File: src/hdl/lgnf_pkg.sv
// ----------------------------------------------------------------------------
// LCD glyph and number formatter package
// Shared constants, datapath command and status types, and the glyph map.
// ----------------------------------------------------------------------------
`default_nettype none

package lgnf_pkg;

  localparam int MAX_DIGITS = 10;
  localparam int HW_DIGITS  = 10;
  localparam int DIGITS     = (MAX_DIGITS < HW_DIGITS) ? MAX_DIGITS : HW_DIGITS;
  localparam int NUM_W      = 31;
  localparam int BCD_W      = 4 * DIGITS;
  localparam int CNT_W      = $clog2(DIGITS + 1);
  localparam int BIT_W      = $clog2(NUM_W + 1);

  localparam logic [7:0] LINE_WIDTH_RST = 8'd30;
  localparam logic [7:0] CMD_SET_ADP    = 8'h24;
  localparam logic [7:0] CMD_WRITE      = 8'hC0;
  localparam logic [7:0] ASCII_ZERO     = 8'h30;

  localparam logic [1:0] OP_POS  = 2'd0;
  localparam logic [1:0] OP_CHAR = 2'd1;
  localparam logic [1:0] OP_NUM  = 2'd2;

  typedef enum logic [2:0] {
    SEL_ADDR_LO,
    SEL_ADDR_HI,
    SEL_SET_ADP,
    SEL_CHAR,
    SEL_DIGIT,
    SEL_WRITE
  } byte_sel_t;

  typedef struct packed {
    logic      load;
    logic      trim;
    logic      next_digit;
    logic      emit;
    byte_sel_t sel;
    logic      last;
  } dp_cmd_t;

  typedef struct packed {
    logic conv_done;
    logic top_zero;
    logic single;
    logic overflow;
  } dp_status_t;

  function automatic logic [7:0] glyph_of(input logic [7:0] c);
    logic [7:0] g;
    g = c;
    if (c >= 8'h61 && c <= 8'h7A) begin
      g = c - 8'h61 + 8'd65;
    end else if (c >= 8'h41 && c <= 8'h5A) begin
      g = c - 8'h41 + 8'h21;
    end else if (c >= 8'h30 && c <= 8'h39) begin
      g = c - 8'h30 + 8'd16;
    end else if (c == 8'h2E) begin
      g = 8'd14;
    end else if (c == 8'h3A) begin
      g = 8'h1A;
    end else if (c == 8'h20) begin
      g = 8'h00;
    end else if (c == 8'h2F) begin
      g = 8'h0F;
    end else if (c == 8'h5F) begin
      g = 8'h3F;
    end else if (c == 8'h2D) begin
      g = 8'h0D;
    end
    return g;
  endfunction

endpackage

`default_nettype wire

File: src/hdl/lgnf_datapath.sv
// ----------------------------------------------------------------------------
// LCD formatter datapath
// Line width register, address calculation, shift-and-add-three decimal
// conversion, leading zero removal and the registered output byte.
// ----------------------------------------------------------------------------
`default_nettype none

module lgnf_datapath import lgnf_pkg::*; (
  input  wire logic             clk,
  input  wire logic             rst_n,
  input  wire logic             cfg_wr_en,
  input  wire logic [7:0]       cfg_wr_data,
  input  wire logic [7:0]       in_character,
  input  wire logic [NUM_W-1:0] in_number,
  input  wire logic [7:0]       in_row,
  input  wire logic [7:0]       in_column,
  input  wire dp_cmd_t          cmd,
  output dp_status_t            status,
  output logic                  out_strobe,
  output logic [7:0]            out_bus_byte,
  output logic                  out_is_command,
  output logic                  out_last
);

  logic [7:0]       line_width_r;
  logic [7:0]       char_r;
  logic [15:0]      addr_r;
  logic [NUM_W-1:0] bin_r;
  logic [BCD_W-1:0] bcd_r;
  logic             ovf_r;
  logic [BIT_W-1:0] bit_cnt_r;
  logic [CNT_W-1:0] dig_cnt_r;
  logic             out_strobe_r;
  logic [7:0]       out_bus_byte_r;
  logic             out_is_command_r;
  logic             out_last_r;

  logic [15:0]      addr_calc;
  logic [BCD_W-1:0] bcd_adj;
  logic [BCD_W-1:0] bcd_nxt;
  logic [NUM_W-1:0] bin_nxt;
  logic             ovf_nxt;
  logic [3:0]       top_digit;
  logic [7:0]       byte_mux;
  logic             is_cmd_mux;

  assign addr_calc = ({8'd0, line_width_r} * {8'd0, in_row}) + {8'd0, in_column};

  always_comb begin
    bcd_adj = bcd_r;
    for (int i = 0; i < DIGITS; i++) begin
      if (bcd_r[4*i +: 4] >= 4'd5) begin
        bcd_adj[4*i +: 4] = bcd_r[4*i +: 4] + 4'd3;
      end
    end
  end

  assign bcd_nxt   = BCD_W'({bcd_adj, bin_r[NUM_W-1]});
  assign bin_nxt   = NUM_W'({bin_r, 1'b0});
  assign ovf_nxt   = ovf_r | bcd_adj[BCD_W-1];
  assign top_digit = bcd_r[BCD_W-1 -: 4];

  always_comb begin
    case (cmd.sel)
      SEL_ADDR_LO: byte_mux = addr_r[7:0];
      SEL_ADDR_HI: byte_mux = addr_r[15:8];
      SEL_SET_ADP: byte_mux = CMD_SET_ADP;
      SEL_CHAR:    byte_mux = glyph_of(char_r);
      SEL_DIGIT:   byte_mux = glyph_of(ASCII_ZERO + {4'd0, top_digit});
      SEL_WRITE:   byte_mux = CMD_WRITE;
      default:     byte_mux = 8'd0;
    endcase
  end

  assign is_cmd_mux = (cmd.sel == SEL_SET_ADP) || (cmd.sel == SEL_WRITE);

  always_ff @(posedge clk) begin
    if (!rst_n) begin
      line_width_r     <= LINE_WIDTH_RST;
      bit_cnt_r        <= '0;
      out_strobe_r     <= 1'b0;
      out_bus_byte_r   <= 8'd0;
      out_is_command_r <= 1'b0;
      out_last_r       <= 1'b0;
    end else begin
      if (cfg_wr_en) begin
        line_width_r <= cfg_wr_data;
      end
      if (cmd.load) begin
        bit_cnt_r <= BIT_W'(NUM_W);
      end else if (bit_cnt_r != '0) begin
        bit_cnt_r <= bit_cnt_r - 1'b1;
      end
      out_strobe_r <= cmd.emit;
      if (cmd.emit) begin
        out_bus_byte_r   <= byte_mux;
        out_is_command_r <= is_cmd_mux;
        out_last_r       <= cmd.last;
      end else begin
        out_last_r <= 1'b0;
      end
    end
  end

  always_ff @(posedge clk) begin
    if (cmd.load) begin
      char_r    <= in_character;
      addr_r    <= addr_calc;
      bin_r     <= in_number;
      bcd_r     <= '0;
      ovf_r     <= 1'b0;
      dig_cnt_r <= CNT_W'(DIGITS);
    end else if (bit_cnt_r != '0) begin
      bin_r <= bin_nxt;
      bcd_r <= bcd_nxt;
      ovf_r <= ovf_nxt;
    end else if (cmd.trim || cmd.next_digit) begin
      bcd_r     <= BCD_W'({bcd_r, 4'd0});
      dig_cnt_r <= dig_cnt_r - 1'b1;
    end
  end

  assign status.conv_done = (bit_cnt_r == '0);
  assign status.top_zero  = (top_digit == 4'd0);
  assign status.single    = (dig_cnt_r == CNT_W'(1));
  assign status.overflow  = ovf_r;

  assign out_strobe     = out_strobe_r;
  assign out_bus_byte   = out_bus_byte_r;
  assign out_is_command = out_is_command_r;
  assign out_last       = out_last_r;

endmodule

`default_nettype wire

File: src/hdl/lgnf_ctrl.sv
// ----------------------------------------------------------------------------
// LCD formatter controller
// Sequences the bytes of each request and steers the datapath.
// ----------------------------------------------------------------------------
`default_nettype none

module lgnf_ctrl import lgnf_pkg::*; (
  input  wire logic       clk,
  input  wire logic       rst_n,
  input  wire logic       start,
  input  wire logic [1:0] in_command,
  input  wire dp_status_t status,
  output dp_cmd_t         cmd,
  output logic            busy
);

  typedef enum logic [8:0] {
    S_IDLE     = 9'b000000001,
    S_ADDR_LO  = 9'b000000010,
    S_ADDR_HI  = 9'b000000100,
    S_SET_ADP  = 9'b000001000,
    S_TRIM     = 9'b000010000,
    S_DIGIT    = 9'b000100000,
    S_DIGIT_WR = 9'b001000000,
    S_CHAR     = 9'b010000000,
    S_CHAR_WR  = 9'b100000000
  } state_t;

  state_t state_r;
  state_t state_nxt;
  logic   num_r;
  logic   num_nxt;

  always_comb begin
    state_nxt      = state_r;
    num_nxt        = num_r;
    cmd.load       = 1'b0;
    cmd.trim       = 1'b0;
    cmd.next_digit = 1'b0;
    cmd.emit       = 1'b0;
    cmd.sel        = SEL_ADDR_LO;
    cmd.last       = 1'b0;
    unique case (state_r)
      S_IDLE: begin
        if (start) begin
          cmd.load = 1'b1;
          unique case (in_command)
            OP_POS: begin
              state_nxt = S_ADDR_LO;
              num_nxt   = 1'b0;
            end
            OP_CHAR: begin
              state_nxt = S_CHAR;
            end
            OP_NUM: begin
              state_nxt = S_ADDR_LO;
              num_nxt   = 1'b1;
            end
            default: begin
              state_nxt = S_IDLE;
            end
          endcase
        end
      end
      S_ADDR_LO: begin
        cmd.emit  = 1'b1;
        cmd.sel   = SEL_ADDR_LO;
        state_nxt = S_ADDR_HI;
      end
      S_ADDR_HI: begin
        cmd.emit  = 1'b1;
        cmd.sel   = SEL_ADDR_HI;
        state_nxt = S_SET_ADP;
      end
      S_SET_ADP: begin
        cmd.emit  = 1'b1;
        cmd.sel   = SEL_SET_ADP;
        cmd.last  = !num_r;
        state_nxt = num_r ? S_TRIM : S_IDLE;
      end
      S_TRIM: begin
        if (status.conv_done) begin
          if (status.top_zero && !status.single && !status.overflow) begin
            cmd.trim = 1'b1;
          end else begin
            state_nxt = S_DIGIT;
          end
        end
      end
      S_DIGIT: begin
        cmd.emit  = 1'b1;
        cmd.sel   = SEL_DIGIT;
        state_nxt = S_DIGIT_WR;
      end
      S_DIGIT_WR: begin
        cmd.emit = 1'b1;
        cmd.sel  = SEL_WRITE;
        cmd.last = status.single;
        if (status.single) begin
          state_nxt = S_IDLE;
        end else begin
          cmd.next_digit = 1'b1;
          state_nxt      = S_DIGIT;
        end
      end
      S_CHAR: begin
        cmd.emit  = 1'b1;
        cmd.sel   = SEL_CHAR;
        state_nxt = S_CHAR_WR;
      end
      S_CHAR_WR: begin
        cmd.emit  = 1'b1;
        cmd.sel   = SEL_WRITE;
        cmd.last  = 1'b1;
        state_nxt = S_IDLE;
      end
      default: begin
        state_nxt = S_IDLE;
      end
    endcase
  end

  always_ff @(posedge clk) begin
    if (!rst_n) begin
      state_r <= S_IDLE;
      num_r   <= 1'b0;
    end else begin
      state_r <= state_nxt;
      num_r   <= num_nxt;
    end
  end

  assign busy = (state_r != S_IDLE);

endmodule

`default_nettype wire

File: src/hdl/lcd_glyph_and_number_formatter.sv
// ----------------------------------------------------------------------------
// LCD glyph and number formatter
// A character gives two bus bytes and a position three; an integer gives the
// position bytes, one conversion step per bit of the 31-bit input, one step
// per leading zero and two bus bytes per digit. Each byte is registered from
// the controller state, and results cannot be stalled. A synchronous
// active-low reset returns the block to idle and sets the line width to 30.
// ----------------------------------------------------------------------------
`default_nettype none

module lcd_glyph_and_number_formatter import lgnf_pkg::*; (
  input  wire logic             clk,
  input  wire logic             rst_n,
  input  wire logic             cfg_wr_en,
  input  wire logic [7:0]       cfg_wr_data,
  input  wire logic             start,
  output logic                  busy,
  input  wire logic [1:0]       in_command,
  input  wire logic [7:0]       in_character,
  input  wire logic [NUM_W-1:0] in_number,
  input  wire logic [7:0]       in_row,
  input  wire logic [7:0]       in_column,
  output logic                  out_strobe,
  output logic [7:0]            out_bus_byte,
  output logic                  out_is_command,
  output logic                  out_last
);

  dp_cmd_t    dp_cmd;
  dp_status_t dp_status;

  lgnf_ctrl u_ctrl (
    .clk        (clk),
    .rst_n      (rst_n),
    .start      (start),
    .in_command (in_command),
    .status     (dp_status),
    .cmd        (dp_cmd),
    .busy       (busy)
  );

  lgnf_datapath u_datapath (
    .clk            (clk),
    .rst_n          (rst_n),
    .cfg_wr_en      (cfg_wr_en),
    .cfg_wr_data    (cfg_wr_data),
    .in_character   (in_character),
    .in_number      (in_number),
    .in_row         (in_row),
    .in_column      (in_column),
    .cmd            (dp_cmd),
    .status         (dp_status),
    .out_strobe     (out_strobe),
    .out_bus_byte   (out_bus_byte),
    .out_is_command (out_is_command),
    .out_last       (out_last)
  );

endmodule

`default_nettype wire

File: config.mk
export PLATFORM = sky130hd
export DESIGN_NAME = lcd_glyph_and_number_formatter
export DESIGN_NICKNAME = d
export VERILOG_FILES = /design/src/hdl/lgnf_pkg.sv /design/src/hdl/lgnf_datapath.sv /design/src/hdl/lgnf_ctrl.sv /design/src/hdl/lcd_glyph_and_number_formatter.sv
export SDC_FILE = /design/constraint.sdc
export NUM_CORES = 1
export LEC_CHECK = 0
export BUFFER_PORTS_ARGS = -buffer_cell sky130_fd_sc_hd__buf_2
export CAP_MARGIN = 20
export CELL_PAD_IN_SITES_DETAIL_PLACEMENT = 1
export CELL_PAD_IN_SITES_GLOBAL_PLACEMENT = 2
export CORE_MARGIN = 4
export CORE_UTILIZATION = 38
export DETAILED_ROUTE_END_ITERATION = 10
export PLACE_DENSITY_LB_ADDON = 0.05
export SLEW_MARGIN = 0
export SYNTH_ARGS = -nofsm -noshare
export SYNTH_HDL_FRONTEND = slang
export SYNTH_SLANG_ARGS = --single-unit
export TNS_END_PERCENT = 20
File: constraint.sdc
create_clock -name clk -period 6.5 [get_ports clk]
set_input_delay 0 -clock clk [delete_from_list [all_inputs] [get_ports clk]]
set_output_delay 0 -clock clk [all_outputs]
set_load 0.1 [all_outputs]
==> results.cfg <==
[timing]
drv_slew = 0
max_freq_mhz = 210
hold_viol = 0
tns_ps = 0
fin_crit_sh_pct = 73.2
fin_worst_skew_ps = 12.7
tightestPinTransition_ps = 831
setup_slack_ps = 1740
setup_viol = 0
worst_hold_slack_ps = 11.9
rsz0062_at_grt = false
slew_headroom_pct = 44.5
fin_crit_ps = 4760

[routing]
drtIter0Drc = 350
remaining_drc_errors = 0
routed_wl_um = 24600
antenna_left = 0
wl_per_cell_um = 16.6
dr.pass1.iters = 4
vias = 7675
via_per_inst = 5.17

[cts]
cts-resized-gates = 0
holdBufCountCts = 54
insertion_delay_ps = 430
clk_path_buf_depth = 2
htreeDepth = 4
cts_setup_buffers = 0
numClockSinks = 134
cts_root_buffer = clkbuf_16
cts_tree = built
clkSlewWorstSetupHoldPaths_ps = 70
cts_buffers = 17

[placed_design]
place_congestion = 0.805
dp_cells = 1397
io_buffers = 80
dp_hpwl_um = 17200
post-place-ws_ps = 1760

[grt]
antenna_found_initial = 0
track_usage_pct = 18.5
first_global_vias = 7919
grt_pass1_wl_um = 40200
grt_overflow = 0
grt_max_degree = 58

[floorplanning]
fp.coreArea_um2 = 24200
fp.dieH_um = 165
io_pins = 81
start_util_pct = 38.4
rows = 57
dieArea_um2 = 27100
die_w_um = 165

[worst_setup_path]
cp.required_ps = 6770
crit_chain = and2_1 -> fa_1 -> fa_1 -> fa_1 -> inv_1 -> fa_1 -> inv_1 -> ha_1 -> or4_1 -> o21ai_0 -> nor3_1 -> or4_1 -> o2111ai_1
crit_path_max_incr_delay_ps = 550
crit_buf_inv = 2
startpoint_type = flop
cp_max_fo = 9
worst-endpoint-arrival_ps = 5020
path_delay_family = adder cells
crit_top_cell = fa_1
cp-end-kind = flop
critical_path_depth = 13
reg2reg_depth = 13
cpMaxStageDelayCell = fa_1
path_class = flop to flop

[logic_synthesis]
synth_edf_count = 55
syn_nets = 1204
synth_area_leaders = edfxtp_1 (18%), dfxtp_1 (17%), fa_1 (9.5%), ha_1 (8.6%), nand2_1 (6.2%)
syn-cell-area_um2 = 9320
yosys.area.top_type_share_pct = 17.7
yosys.area.top_type = edfxtp_1
syn_area_per_cell_um2 = 9.07
async_reset_ff_share_pct = 0
syn_inst = 1027
synth_seq_cells = 134
yosys_warnings = 0
synth_ff_type = dfxtp_1
synth-seq-area-share_pct = 34.7
synthDistinctLibCells = 72

[cells_and_area]
drive_gt1_share_pct = 11.6
n_antenna_cell = 0
final_cell_mix = nand2_1 (153), inv_1 (104), buf_2 (80)
final_util_pct = 46.0
area_growth_pct = 19.7
final_nets = 1324
mostFrequentLayoutCell = nand2_1
instances_no_fill = 1484

[power]
power.density_nw_per_um2 = 398
peakVddDrop_uv = 190
power.leakage_uw = 0.00503

[min_path]
hold_depth = 3
hold_class = input port to flop

[status]
outcome = complete, no violations

[flow_run]
timing.max_cap.violations = 0
[routing by layer]
metal	share of wire (%)	vias up	track usage, %
li1	-	3816	-
met1	48	3780	25.0
met2	50	62	31.6
met3	1.9	17	2.92
met4	0.80	0	3.59
met5	0	-	0
[report_power, final]
| part | internal [uW] | switching (uW) |
|---|---|---|
| Clock | 570 | 407 |
| Combinational | 815 | 1140 |
| Sequential | 1250 | 249 |
[layout make-up]
cell class	instances	area, um2
multi-input cells	746	5520
clock inverters	13	148
repair buffers	143	1020
fillers	2846	13100
flip-flops and latches	134	3230
inverters	105	394
well taps	324	405
clock buffers	19	433
[synthesized netlist by cell type, drive strengths merged, types with 9 or more instances]
master	number
a211oi	42
a21oi	44
and2	41
and3	9
buf	12
clkbuf	30
dfxtp	79
edfxtp	55
fa	44
ha	64
inv	104
mux2i	40
nand2	153
nand2b	19
nand3	15
nor2	34
nor2b	11
nor3	35
nor3b	13
o21ai	59
xnor2	19
[per-stage QoR]
step / total power [uW] / area [um2]
2_1_floorplan: 2950 / 9320
3_3_place_gp: 3440 / 10000
3_5_place_dp: 3460 / 10000
4_1_cts: 4490 / 11100
5_1_grt: 4830 / 11200
6_report: 4430 / 11200
[sequential cells by signal (all words and copies together), names as in the netlist]
| register | flops |
|---|---|
| u_ctrl.state_r | 9 |
| u_ctrl.num_r | 1 |
| u_datapath.out_strobe | 1 |
| u_datapath.bcd_r | 40 |
| u_datapath.bit_cnt_r | 5 |
| u_datapath.ovf_r | 1 |
| u_datapath.line_width_r | 8 |
| u_datapath.dig_cnt_r | 4 |
| u_datapath.char_r | 8 |
| u_datapath.addr_r | 16 |
| u_datapath.bin_r | 31 |
| u_datapath.out_is_command | 1 |
| u_datapath.out_last | 1 |
| u_datapath.out_bus_byte | 8 |
[cell families after synthesis]
logic type / after synthesis / share of synthesized area [%]
simple gates: 371 / 20.5
compound gates: 205 / 14.2
buf+inv: 147 / 6.18
flops: 134 / 34.7
fa+ha+maj: 108 / 18.0
mux: 40 / 4.30
xor+xnor: 22 / 2.07
[worst register-to-register path: cells and delay by family (launching register included)]
kind	cells	cell delay (ps)
flops	1	490
simple gates	4	1400
compound gates	2	270
buf+inv	2	110
fa+ha+maj	5	2330
[path summary, 6_finish.rpt]
| kind | endpoint | startpoint | slack, ps |
|---|---|---|---|
| max | u_datapath.addr_r[14] | u_datapath.line_width_r[3] | 1740 |
| min | u_ctrl.state_r[4] | start | 10 |
| max reg2reg | u_datapath.addr_r[14] | u_datapath.line_width_r[3] | 1740 |
| min reg2reg | u_datapath.ovf_r | u_datapath.ovf_r | 490 |
Note: power is estimated with default switching activity, not from simulation.
